**src/rtl/core/urpd_pkg.sv**
```systemverilog
`timescale 1ns / 1ps

package urpd_pkg;

   // widths of the configuration registers
   localparam int POLL_W    = 24;
   localparam int TRIG_W    = 8;
   localparam int TIMEOUT_W = 16;
   localparam int DIST_W    = 16;
   localparam int NEEDED_W  = 4;
   localparam int CSR_IDX_W = 3;
   localparam int CSR_DATA_W = 24;

   // default timer width for phase timing
   localparam int TIMER_BITS_DEF = 16;

   // register indexes
   localparam logic [CSR_IDX_W-1:0] REG_POLL_PERIOD   = 3'd0;
   localparam logic [CSR_IDX_W-1:0] REG_TRIGGER_WIDTH = 3'd1;
   localparam logic [CSR_IDX_W-1:0] REG_ECHO_TIMEOUT  = 3'd2;
   localparam logic [CSR_IDX_W-1:0] REG_DETECT_THRESH = 3'd3;
   localparam logic [CSR_IDX_W-1:0] REG_EXIT_THRESH   = 3'd4;
   localparam logic [CSR_IDX_W-1:0] REG_READINGS      = 3'd5;

   // reset values
   localparam logic [POLL_W-1:0]    POLL_RST      = 24'd100000;
   localparam logic [TRIG_W-1:0]    TRIG_RST      = 8'd10;
   localparam logic [TIMEOUT_W-1:0] TIMEOUT_RST   = 16'd25000;
   localparam logic [DIST_W-1:0]    DETECT_RST    = 16'd165;
   localparam logic [DIST_W-1:0]    EXIT_RST      = 16'd220;
   localparam logic [NEEDED_W-1:0]  READINGS_RST  = 4'd3;

   // distance = ticks * 343 / 2000, kept as quotient and remainder
   localparam int REM_W = 11;
   localparam logic [REM_W:0] SOUND_NUM = 12'd343;
   localparam logic [REM_W:0] SOUND_DEN = 12'd2000;
   localparam logic [DIST_W-1:0] DIST_MAX = 16'hFFFF;
   localparam logic [POLL_W-1:0] PERIOD_MAX = 24'hFFFFFF;
   localparam logic [NEEDED_W-1:0] CLOSE_MAX = 4'd15;

   typedef struct packed {
      logic [POLL_W-1:0]    poll_period;
      logic [TRIG_W-1:0]    trigger_width;
      logic [TIMEOUT_W-1:0] echo_timeout;
      logic [DIST_W-1:0]    detect_thresh;
      logic [DIST_W-1:0]    exit_thresh;
      logic [NEEDED_W-1:0]  readings_needed;
   } cfg_type;

   // what the sequencer hands to the presence logic for one tick
   typedef struct packed {
      logic              trig;
      logic              fresh;
      logic [DIST_W-1:0] range_mm;
   } meas_type;

endpackage

```
**src/rtl/core/urpd_csr.sv**
```systemverilog
`timescale 1ns / 1ps

module urpd_csr (
   input  logic                              clock,
   input  logic                              reset,
   input  logic                              csr_write_en,
   input  logic [urpd_pkg::CSR_IDX_W-1:0]    csr_index,
   input  logic [urpd_pkg::CSR_DATA_W-1:0]   csr_wdata,
   output urpd_pkg::cfg_type                 cfg
);
   import urpd_pkg::*;

   cfg_type cfg_ff;
   cfg_type cfg_in;

   always_comb begin
      cfg_in = cfg_ff;
      if (csr_write_en) begin
         case (csr_index)
            REG_POLL_PERIOD:   cfg_in.poll_period     = csr_wdata[POLL_W-1:0];
            REG_TRIGGER_WIDTH: cfg_in.trigger_width   = csr_wdata[TRIG_W-1:0];
            REG_ECHO_TIMEOUT:  cfg_in.echo_timeout    = csr_wdata[TIMEOUT_W-1:0];
            REG_DETECT_THRESH: cfg_in.detect_thresh   = csr_wdata[DIST_W-1:0];
            REG_EXIT_THRESH:   cfg_in.exit_thresh     = csr_wdata[DIST_W-1:0];
            REG_READINGS:      cfg_in.readings_needed = csr_wdata[NEEDED_W-1:0];
            default:           cfg_in = cfg_ff;
         endcase
      end
   end

   always_ff @(posedge clock) begin
      if (reset) begin
         cfg_ff.poll_period     <= POLL_RST;
         cfg_ff.trigger_width   <= TRIG_RST;
         cfg_ff.echo_timeout    <= TIMEOUT_RST;
         cfg_ff.detect_thresh   <= DETECT_RST;
         cfg_ff.exit_thresh     <= EXIT_RST;
         cfg_ff.readings_needed <= READINGS_RST;
      end else begin
         cfg_ff <= cfg_in;
      end
   end

   assign cfg = cfg_ff;

endmodule

```
**src/rtl/core/urpd_sequencer.sv**
```systemverilog
`timescale 1ns / 1ps

module urpd_sequencer #(
   parameter int TIMER_BITS = urpd_pkg::TIMER_BITS_DEF
) (
   input  logic                clock,
   input  logic                reset,
   input  logic                step_en,
   input  logic                echo,
   input  urpd_pkg::cfg_type   cfg,
   output urpd_pkg::meas_type  meas
);
   import urpd_pkg::*;

   localparam int CMP_W = (TIMER_BITS > TIMEOUT_W) ? TIMER_BITS : TIMEOUT_W;
   localparam logic [TIMER_BITS-1:0] TIMER_MAX = {TIMER_BITS{1'b1}};

   typedef enum logic [1:0] {PH_IDLE, PH_TRIG, PH_WAIT, PH_READ} phase_type;

   phase_type             phase_ff, phase_in;
   logic [POLL_W-1:0]     period_ff, period_in, period_inc;
   logic [TIMER_BITS-1:0] elapsed_ff, elapsed_in, elapsed_tick;
   logic                  ticked;
   logic [DIST_W-1:0]     quo_ff, quo_in, quo_tick;
   logic [REM_W-1:0]      rem_ff, rem_in, rem_tick;
   logic [REM_W:0]        rem_sum;
   logic                  carry;
   logic                  timeout;

   always_comb begin
      period_inc   = (period_ff != PERIOD_MAX) ? period_ff + 1'b1 : period_ff;
      ticked       = (elapsed_ff != TIMER_MAX);
      elapsed_tick = ticked ? elapsed_ff + 1'b1 : elapsed_ff;
      timeout      = (CMP_W'(elapsed_tick) > CMP_W'(cfg.echo_timeout))
                     || (elapsed_tick == TIMER_MAX);

      // running quotient and remainder of ticks * 343 / 2000
      rem_sum  = {1'b0, rem_ff} + SOUND_NUM;
      carry    = (rem_sum >= SOUND_DEN);
      rem_tick = rem_ff;
      quo_tick = quo_ff;
      if (ticked) begin
         rem_tick = carry ? REM_W'(rem_sum - SOUND_DEN) : rem_sum[REM_W-1:0];
         if (carry && (quo_ff != DIST_MAX)) begin
            quo_tick = quo_ff + 1'b1;
         end
      end

      phase_in      = phase_ff;
      period_in     = period_inc;
      elapsed_in    = elapsed_ff;
      quo_in        = quo_ff;
      rem_in        = rem_ff;
      meas.trig     = 1'b0;
      meas.fresh    = 1'b0;
      meas.range_mm = quo_tick;

      case (phase_ff)
         PH_IDLE: begin
            if (period_inc >= cfg.poll_period) begin
               period_in = '0;
               phase_in  = PH_TRIG;
            end
         end
         PH_TRIG: begin
            meas.trig  = 1'b1;
            elapsed_in = '0;
            phase_in   = PH_WAIT;
         end
         PH_WAIT: begin
            elapsed_in = elapsed_tick;
            if (elapsed_tick < TIMER_BITS'(cfg.trigger_width)) begin
               meas.trig = 1'b1;
            end else if (echo) begin
               elapsed_in = '0;
               quo_in     = '0;
               rem_in     = '0;
               phase_in   = PH_READ;
            end else if (timeout) begin
               phase_in = PH_IDLE;
            end
         end
         PH_READ: begin
            elapsed_in = elapsed_tick;
            quo_in     = quo_tick;
            rem_in     = rem_tick;
            if (!echo) begin
               meas.fresh = 1'b1;
               phase_in   = PH_IDLE;
            end else if (timeout) begin
               phase_in = PH_IDLE;
            end
         end
         default: phase_in = PH_IDLE;
      endcase
   end

   always_ff @(posedge clock) begin
      if (reset) begin
         phase_ff   <= PH_IDLE;
         period_ff  <= '0;
         elapsed_ff <= '0;
         quo_ff     <= '0;
         rem_ff     <= '0;
      end else if (step_en) begin
         phase_ff   <= phase_in;
         period_ff  <= period_in;
         elapsed_ff <= elapsed_in;
         quo_ff     <= quo_in;
         rem_ff     <= rem_in;
      end
   end

endmodule

```
**src/rtl/core/urpd_presence.sv**
```systemverilog
`timescale 1ns / 1ps

module urpd_presence (
   input  logic                              clock,
   input  logic                              reset,
   input  logic                              step_en,
   input  urpd_pkg::meas_type                meas,
   input  urpd_pkg::cfg_type                 cfg,
   output logic [urpd_pkg::DIST_W-1:0]       distance,
   output logic                              present,
   output logic                              event_start
);
   import urpd_pkg::*;

   logic [DIST_W-1:0]   last_ff, last_in;
   logic                det_ff, det_in;
   logic [NEEDED_W-1:0] close_ff, close_in, close_sat;

   always_comb begin
      last_in     = last_ff;
      det_in      = det_ff;
      close_in    = close_ff;
      event_start = 1'b0;
      close_sat   = (close_ff != CLOSE_MAX) ? close_ff + 1'b1 : close_ff;
      if (meas.fresh) begin
         last_in = meas.range_mm;
         if (!det_ff) begin
            if (meas.range_mm < cfg.detect_thresh) begin
               close_in = close_sat;
               if (close_sat >= cfg.readings_needed) begin
                  det_in      = 1'b1;
                  event_start = 1'b1;
               end
            end else begin
               close_in = '0;
            end
         end else if (meas.range_mm > cfg.exit_thresh) begin
            det_in   = 1'b0;
            close_in = '0;
         end
      end
      distance = last_in;
      present  = det_in;
   end

   always_ff @(posedge clock) begin
      if (reset) begin
         last_ff  <= DIST_MAX;
         det_ff   <= 1'b0;
         close_ff <= '0;
      end else if (step_en) begin
         last_ff  <= last_in;
         det_ff   <= det_in;
         close_ff <= close_in;
      end
   end

endmodule

```
**src/rtl/core/ultrasonic_range_presence_detector_core.sv**
```systemverilog
`timescale 1ns / 1ps

// channel  direction  transfer when          payload
// req      in         req_valid & !req_stall req_echo_level
// rsp      out        rsp_valid & !rsp_stall rsp_trigger_level, rsp_range_mm,
//                                            rsp_distance_new, rsp_object_present,
//                                            rsp_detect_event
// csr      in         csr_write_en           csr_index, csr_wdata
//
// one result transaction per request transaction; rsp_valid rises once the accepted request
// has passed the tick register and then the result register; one request per cycle sustained
// while rsp_stall is low, through a single pass of sequencer and presence logic
// reset is synchronous and active high; it restores register defaults and the idle phase
// req_stall rises only when both the tick register and the result register are full
// and the result is stalled
module ultrasonic_range_presence_detector_core #(
   parameter int TIMER_BITS = urpd_pkg::TIMER_BITS_DEF
) (
   input  logic                              clock,
   input  logic                              reset,
   // request channel: one microsecond tick
   input  logic                              req_valid,
   output logic                              req_stall,
   input  logic                              req_echo_level,
   // response channel
   output logic                              rsp_valid,
   input  logic                              rsp_stall,
   output logic                              rsp_trigger_level,
   output logic [urpd_pkg::DIST_W-1:0]       rsp_range_mm,
   output logic                              rsp_distance_new,
   output logic                              rsp_object_present,
   output logic                              rsp_detect_event,
   // configuration writes
   input  logic                              csr_write_en,
   input  logic [urpd_pkg::CSR_IDX_W-1:0]    csr_index,
   input  logic [urpd_pkg::CSR_DATA_W-1:0]   csr_wdata
);
   import urpd_pkg::*;

   cfg_type           cfg;
   meas_type          meas;

   // tick register
   logic              in_vld_ff;
   logic              in_echo_ff;

   // result register
   logic              out_vld_ff;
   logic              out_trig_ff;
   logic [DIST_W-1:0] out_dist_ff;
   logic              out_new_ff;
   logic              out_present_ff;
   logic              out_event_ff;

   logic              step_en;
   logic [DIST_W-1:0] distance_c;
   logic              present_c;
   logic              event_c;

   // a tick is processed when the result register is empty or being drained
   assign step_en   = in_vld_ff && (!out_vld_ff || !rsp_stall);
   assign req_stall = in_vld_ff && !step_en;

   urpd_csr u_csr (
      .clock        (clock),
      .reset        (reset),
      .csr_write_en (csr_write_en),
      .csr_index    (csr_index),
      .csr_wdata    (csr_wdata),
      .cfg          (cfg)
   );

   // phase sequencing, timers and distance conversion
   urpd_sequencer #(
      .TIMER_BITS (TIMER_BITS)
   ) u_sequencer (
      .clock   (clock),
      .reset   (reset),
      .step_en (step_en),
      .echo    (in_echo_ff),
      .cfg     (cfg),
      .meas    (meas)
   );

   // last distance and presence hysteresis
   urpd_presence u_presence (
      .clock       (clock),
      .reset       (reset),
      .step_en     (step_en),
      .meas        (meas),
      .cfg         (cfg),
      .distance    (distance_c),
      .present     (present_c),
      .event_start (event_c)
   );

   // tick register loads whenever it is not holding a stalled tick
   always_ff @(posedge clock) begin
      if (reset) begin
         in_vld_ff <= 1'b0;
      end else if (!req_stall) begin
         in_vld_ff <= req_valid;
      end
   end

   always_ff @(posedge clock) begin
      if (req_valid && !req_stall) begin
         in_echo_ff <= req_echo_level;
      end
   end

   // result register
   always_ff @(posedge clock) begin
      if (reset) begin
         out_vld_ff <= 1'b0;
      end else if (step_en) begin
         out_vld_ff <= 1'b1;
      end else if (!rsp_stall) begin
         out_vld_ff <= 1'b0;
      end
   end

   always_ff @(posedge clock) begin
      if (step_en) begin
         out_trig_ff    <= meas.trig;
         out_dist_ff    <= distance_c;
         out_new_ff     <= meas.fresh;
         out_present_ff <= present_c;
         out_event_ff   <= event_c;
      end
   end

   assign rsp_valid          = out_vld_ff;
   assign rsp_trigger_level  = out_trig_ff;
   assign rsp_range_mm       = out_dist_ff;
   assign rsp_distance_new   = out_new_ff;
   assign rsp_object_present = out_present_ff;
   assign rsp_detect_event   = out_event_ff;

   // a detection episode starts only on a completed reading and leaves presence set
   a_event_fresh : assert property (@(posedge clock) disable iff (reset)
      rsp_valid && rsp_detect_event |-> rsp_object_present && rsp_distance_new)
      else $error("detect event without a new reading or presence");

   // a reading completes in the read phase, never while the trigger is driven
   a_new_no_trig : assert property (@(posedge clock) disable iff (reset)
      rsp_valid && rsp_distance_new |-> !rsp_trigger_level)
      else $error("reading completed while trigger high");

   // back pressure only when both stages hold a transaction
   a_stall_full : assert property (@(posedge clock) disable iff (reset)
      req_stall |-> in_vld_ff && out_vld_ff && rsp_stall)
      else $error("request stalled with a free stage");

   // a processed tick always shows up in the result register
   a_step_loads : assert property (@(posedge clock) disable iff (reset)
      step_en |=> out_vld_ff)
      else $error("processed tick lost");

endmodule
```
**config.mk**
```make
export PLATFORM = sky130hd
export DESIGN_NAME = ultrasonic_range_presence_detector_core
export DESIGN_NICKNAME = d
export VERILOG_FILES = /design/src/rtl/core/urpd_pkg.sv /design/src/rtl/core/urpd_csr.sv /design/src/rtl/core/urpd_sequencer.sv /design/src/rtl/core/urpd_presence.sv /design/src/rtl/core/ultrasonic_range_presence_detector_core.sv
export SDC_FILE = /design/constraint.sdc
export NUM_CORES = 1
export LEC_CHECK = 0
export ABC_AREA = 1
export BUFFER_PORTS_ARGS = -buffer_cell sky130_fd_sc_hd__buf_4
export CAP_MARGIN = 0
export CORE_MARGIN = 2
export CORE_UTILIZATION = 25
export CTS_BUF_LIST = sky130_fd_sc_hd__clkbuf_2
export DETAILED_ROUTE_END_ITERATION = 6
export PLACE_DENSITY_LB_ADDON = 0.3
export SLEW_MARGIN = 40
export SYNTH_ARGS = -nofsm -noshare
export SYNTH_HDL_FRONTEND = slang
export SYNTH_SLANG_ARGS = --single-unit
export TNS_END_PERCENT = 20
```
**constraint.sdc**
```tcl
create_clock -name clock -period 4 [get_ports clock]
set_input_delay 0.8 -clock clock [delete_from_list [all_inputs] [get_ports clock]]
set_output_delay 0.8 -clock clock [all_outputs]
set_load 0.05 [all_outputs]
```
======== Word-level counts from Yosys, hierarchy flattened ========
Index checks and enable logic that the tools add are counted.
operators by class
  reductions and logical operators ........ 26
  $add $sub $neg .......................... 6
  order comparisons ....................... 7
  eq/ne operators ......................... 19
  multiplexer cells ....................... 39
  bitwise gates (word level) .............. 1
operators with widths
  cell                    number
  $mux 16                 8
  $mux 24                 3
  $pmux 16 s3             1
  $mux 11                 4
  $add 16x1->16 const B   2
  $gt 16x16->1            2
  $ne 16x16->1 const B    2
  $pmux 16 s2             1
  $add 24x1->24 const B   1
  $ge 24x24->1            1
  $ne 24x24->1 const B    1
  $pmux 11 s2             1
  $eq 16x16->1 const B    1
  $lt 16x16->1            1
  $lt 16x8->1             1
  $mux 4                  4
  $reduce_and 2->1        7
  $add 11x9->12 const B   1
  $ge 12x11->1 const B    1
  $sub 11x11->11 const B  1
  $mux 1                  10
  $mux 2                  5
  $pmux 2 s4              1
  $eq 3x2->1 const B      2
  22 further kinds        36
storage, ports and cells
  register bits ........................... 197
  output and inout port bits .............. 22
  logic and storage cells ................. 120
  input port bits ......................... 33

======== Logic depth before layout (Yosys ltp) ========
  depth in word-level cells ............... 9
  gate-level depth with buffers ........... 34

======== Cells and area by module ========
A second synthesis with hierarchy kept.
second synthesis, totals
  cell total of the unflattened synthesis .. 1789
  area, all modules ....................... 12060.3 µm²
modules (own cells, without submodules)
  module                                   area each (µm²)  cells each  times used
  urpd_sequencer                           6004.5           967         1
  urpd_csr                                 3318.2           472         1
  urpd_presence                            2015.7           317         1
  ultrasonic_range_presence_detector_core  721.9            33          1

======== Worst setup path before layout ========
Ideal clock, no wire load.
  path type ............................... register to register
  from .................................... register u_sequencer.rem_ff[0]
  to ...................................... register u_presence.det_ff
  required time ........................... 3.944 ns
  cell stages (with the launch flop) ...... 29
  path slack .............................. -0.247 ns
  buffers on the path ..................... 0
  setup time .............................. 0.056 ns
  arrival time ............................ 4.191 ns
  path through ............................ dfxtp_1 > inv_1 > ha_1 > a21oi_1 > nand2_1 > nand2_1 > ha_1 > nand2_1 > nor2_1 > nand2_1 > nand2_1 > nand2_1 > nor3_1 > nand2_1 > nand2_1 > nand2_2 > nor3_1 > nand2_1 > nor2_1 > xor2_1 > inv_1 > ha_1 > a21oi_1 > nor2_1 > a2111oi_0 > nand3_1 > nand3_1 > nand2_1 > inv_1
on the way
  word-level cells in the longest chain between the ends .. 9
ends and longest elaborated chain
  what                                          line                                      text
  from (decl)                                   urpd_sequencer.sv:25                      logic [REM_W-1:0] rem_ff, rem_in, rem_tick;
  from (signal assigned)                        urpd_sequencer.sv:110                     rem_ff <= rem_in;
  $add 11x9->12 (*)                             urpd_sequencer.sv:38                      rem_sum = {1'b0, rem_ff} + SOUND_NUM;
  $ge 12x11->1 (*)                              urpd_sequencer.sv:39                      carry = (rem_sum >= SOUND_DEN);
  $logic_and 1x1->1 (*)                         urpd_sequencer.sv:44                      if (carry && (quo_ff != DIST_MAX)) begin
  $mux 16 (*)                                   urpd_sequencer.sv:44
  $mux 16 (*)                                   urpd_sequencer.sv:42                      if (ticked) begin
  $lt 16x16->1 or $gt 16x16->1 (tied branches)  urpd_presence.sv:28, urpd_presence.sv:37
  $mux 1, on equally long branches              -
  $mux 1 (*)                                    urpd_presence.sv:27                       if (!det_ff) begin
  $mux 1 (*)                                    urpd_presence.sv:25                       if (meas.fresh) begin
  to (signal assigned)                          urpd_presence.sv:53                       det_ff <= det_in;
  to (decl)                                     urpd_presence.sv:16                       logic det_ff, det_in;
Mark *: on every way between the ends. The rest lies on a longest branch, timed or not.
A chain may end at the register's enable or synchronous reset.

======== Worst setup path in the final report ========
  from .................................... register u_sequencer.rem_ff[0]
  to ...................................... register u_presence.close_ff[2]
on the way
  word-level cells in the longest chain between the ends .. 8
ends and longest elaborated chain
  what                                                         line                                      text
  $add 11x9->12 (*)                                            urpd_sequencer.sv:38
  $ge 12x11->1 (*)                                             urpd_sequencer.sv:39
  $logic_and 1x1->1 (*)                                        urpd_sequencer.sv:44
  $mux 16 (*)                                                  urpd_sequencer.sv:44
  $mux 16 (*)                                                  urpd_sequencer.sv:42
  $gt 16x16->1 or $lt 16x16->1 (tied branches)                 urpd_presence.sv:37, urpd_presence.sv:28
  $ne 2x2->1 (no source line) or $mux 4 (tied branches)        -
  $reduce_and 3->1 (no source line) or $mux 4 (tied branches)  -
  to (signal assigned)                                         urpd_presence.sv:54                       close_ff <= close_in;
  to (decl)                                                    urpd_presence.sv:17                       logic [NEEDED_W-1:0] close_ff, close_in, close_sat;
Marks and branches as above.

==> results.md <==
* Status: finished with violations
* Failing checks: negative setup slack
* Largest stage delay on the critical path at ~400 ps
* Fin crit period at roughly 4200 ps
* Area Growth Syn to Fin at 20.7%
* CTS clk-pin slew, worst paths at around 300 ps
* CP Launch Point: u_sequencer.rem_ff[0]
* Core area at roughly 0.044 sq mm
* Reg2reg end: u_presence.close_ff[2]
* Switching power at between 900 and 1000 uW
* Via count at approximately 10k
* Finished Core Util at 0.304
* Reg2Reg Launch Point: u_sequencer.rem_ff[0]
* Compound-Gate Fraction of Synth Area at 0.167
* I/O Buffers at 54
* CTS root buffer: clkbuf_2
* Setup crit end: u_presence.close_ff[2]
* Initial antenna violation count at 1
* Htree depth at 4
* DR WL/cell at 13.7 um
* Worst Hold Depth at 1
* Leading area contributor after synthesis: dfxtp_1
* HP Class: primary input to flip-flop
* Switching part of the total at 0.284
* Max FO, Critical Path at 5
* Internal reg-to-reg setup slack at -230 ps
* Synth Register Bits at around 200
* Comb power frac at 0.093
* Initial drt markers at ~650
* Mean Syn Cell Area at ~7.3 sq um
* First-pass GRT wire length at ~49,000 um
* Post-synth EDFFs at 21
* Worst R2R Path Depth at 35
* FP Rows at 77
* Post-synth top area share at 0.318
* Pre-antenna DRT Iters at 5
* Clock power share at 0.304
* Critical path's slowest cell: dfxtp_2
* Wirelength, routed at 30,700 um
* VDD IR-drop max at roughly 190 uV
* Max transition margin at 0.458
* Worst-skew pair later-pin latency at slightly below 900 ps
* Final Max Slew Viols at 0
* Final number of hold-violating endpoints at 0
* Final TNS setup at -1230 ps
* CTS buffer count at 17
* RSZ-0062 raised after global routing: true
* Die Span X at between 200 and 250 um
* Post-Synth Adder-Cell Area at 0.106
* Sequential share of the synthesized area at 0.375
* I/O pin cnt at between 50 and 60
* Yosys warning count at 0
* CTS tree: built
* Dpl ws at -370 ps
* Max-Cap Viols at 0
* Vias per Instance at approximately 4.5
* Total Nets Final at approximately 1.8k
* CP startpoint kind: flip-flop
* Critical Path RT at roughly 4800 ps
* Pwr dens at 257 mW/mm^2
* Clk buf depth at 2
* Gate Count Post-Synth at between 1.5k and 2k
* Initial core utilization at 0.252
* CP endpoint kind: flip-flop
* Clk sinks at 197
* Hold_buf cts at 0
* DRC errors left at 0
* Setup CP Type: flip-flop to flip-flop
* Total Routing Usage GR at 0.132
* Final GP Congestion at between 0.8 and 0.9
* Syn nets at around 1.7k
* Total congestion overflow at 0
* Top_reg_cell synth: dfxtp_1
* Seq pwr share at 0.603
* Max Clock Skew at 46.4 ps
* Netlist cell types at 49
* Post-synth ARST share at 0
* Share of cells above drive strength 1 at 0.166
* Final Instance Area at 0.0134 sq mm
* Combinational family with the most area after synthesis: simple AND/OR/NAND/NOR gates
* Vias in the first global route at around 9.3k
* Die H at approximately 210 um
* Leakage at between 0.005 and 0.006 uW
* Cell area after synthesis at approximately 0.011 sq mm
* Final setup fails at 6
* DIE AREA at roughly 0.046 sq mm
* Mux cell area share after synthesis at 0.000903
* Largest net degree at the start of global routing at 66
* Synth Area in XOR/XNOR at 0.0308
* Area after DPL at ~0.013 sq mm
* Simple-Gate Fraction of Synth Area at 0.230
* Setup ws final at -229 ps
* Final ANT Viol Nets at 0
* Main area contributors after synthesis: dfxtp_1 (32%), nand2_1 (11%), ha_1 (11%), a21oi_1 (8.8%), inv_1 (6.9%)
* Final Cycle Share at 1.06
* Worst slew pin tran at 814 ps
* Critical path arrival at between 5000 and 6000 ps
* Fmax at 236 MHz
* Dpl hpwl at 22,300 um
* Cell Int Power at 2470 uW
-- stage by stage --
step | power [uW] | hold slack (ps) | instances
2_1_floorplan | 2310 | 430 | 1524
3_3_place_gp | 2420 | 445 | 2188
3_5_place_dp | 2420 | 453 | 2188
4_1_cts | 3490 | 33.9 | 2226
5_1_grt | 3620 | 5.84 | 2238
6_report | 3440 | 129 | 2238
-- sequential cells by signal, summed over array words and instances (netlist names), 2 cells and up --
signal                  cells
u_sequencer.phase_ff        2
u_presence.close_ff         4
u_sequencer.rem_ff         11
rsp_range_mm               16
u_csr.cfg                  84
u_sequencer.elapsed_ff     16
u_presence.last_ff         16
u_sequencer.quo_ff         16
u_sequencer.period_ff      24
-- area by class of cell --
class / count / area (sq um)
inverters: 209 / 785
well taps: 592 / 741
clock inverters: 13 / 143
repair buffers: 141 / 1140
clock buffers: 19 / 95.1
fillers: 4772 / 30600
multi-input cells: 1066 / 6310
flip-flops and latches: 197 / 4170
diodes: 1 / 2.50
-- worst min path at each step --
stage	startpoint	end	slack [ps]
6_report	req_echo_level	in_echo_ff	130
5_1_grt	req_echo_level	in_echo_ff	6
4_1_cts	req_echo_level	in_echo_ff	30
3_5_place_dp	u_csr.cfg[54]	u_csr.cfg[54]	450
3_3_place_gp	u_presence.last_ff[9]	u_presence.last_ff[9]	440
2_1_floorplan	u_csr.cfg[20]	u_csr.cfg[20]	430
-- cells in the mapped netlist, types with 26 or more instances --
| cell type | count |
|---|---|
| nand2_1 | 336 |
| nand4_1 | 29 |
| a21oi_1 | 196 |
| nand3_1 | 80 |
| dfxtp_1 | 176 |
| o21ai_0 | 97 |
| nor2_1 | 88 |
| clkbuf_1 | 42 |
| nor3_1 | 30 |
| xor2_1 | 30 |
| inv_1 | 204 |
| ha_1 | 94 |
| o211ai_1 | 26 |
-- power groups by stage --
| stage | logic (uW) | registers [uW] | clock network, uW |
|---|---|---|---|
| floorplan | 168 | 2140 | 0 |
| global placement | 305 | 2110 | 0 |
| detailed placement | 311 | 2110 | 0 |
| CTS | 313 | 2080 | 1100 |
| global route | 361 | 2090 | 1180 |
| finish | 320 | 2080 | 1050 |
-- kinds of logic (layout without fill, tap and decap cells) --
family	Yosys count	count (layout)
buffers and inverters	261	382
flip-flops	197	197
adder cells (fa/ha/maj)	94	94
multiplexers	1	1
other	0	1
AND/OR/NAND/NOR	589	589
AO/OA/AOI/OAI	343	343
XOR/XNOR	39	39
-- placed cells by master, fill, tap and decap left out, drive strengths merged, types with 2 or more instances in the layout --
| cell | n |
|---|---|
| nand3 | 82 |
| buf | 139 |
| a31oi | 3 |
| a21oi | 198 |
| dfxtp | 176 |
| nor2 | 92 |
| o21a | 3 |
| bufinv | 2 |
| o21ai | 100 |
| xor2 | 30 |
| nand2 | 340 |
| o211ai | 26 |
| nor3 | 33 |
| nor4 | 4 |
| ha | 94 |
| clkinv | 6 |
| nand4 | 30 |
| a211oi | 2 |
| inv | 213 |
| o221ai | 3 |
| clkbuf | 21 |
| edfxtp | 21 |
| xnor2 | 9 |
| nand3b | 4 |
| or2 | 3 |
-- layer usage --
| metal | track usage | vias up | part of all wire |
|---|---|---|---|
| met2 | 0.214 | 174 | 0.46 |
| met4 | 0.0382 | 0 | 0.018 |
| met5 | 0 | - | 0 |
| li1 | - | 5278 | - |
| met3 | 0.0254 | 32 | 0.038 |
| met1 | 0.177 | 4663 | 0.49 |
-- critical path: cells and delay by family (launching register included) --
kind | cells | cell delay, ps
adder cells (fa/ha/maj) | 2 | 410
AND/OR/NAND/NOR | 26 | 2540
AO/OA/AOI/OAI | 1 | 130
buffers and inverters | 4 | 370
flip-flops | 1 | 400
XOR/XNOR | 2 | 340
-- timing repair --
action | in CTS | in global routing
setup endpoints to repair | 7 | 72
cloned | 0 | 2
setup buffers | 6 | 9
gates resized for setup | 12 | 81
pin swaps | 2 | 38
Note: power is estimated with default switching activity, not from simulation.
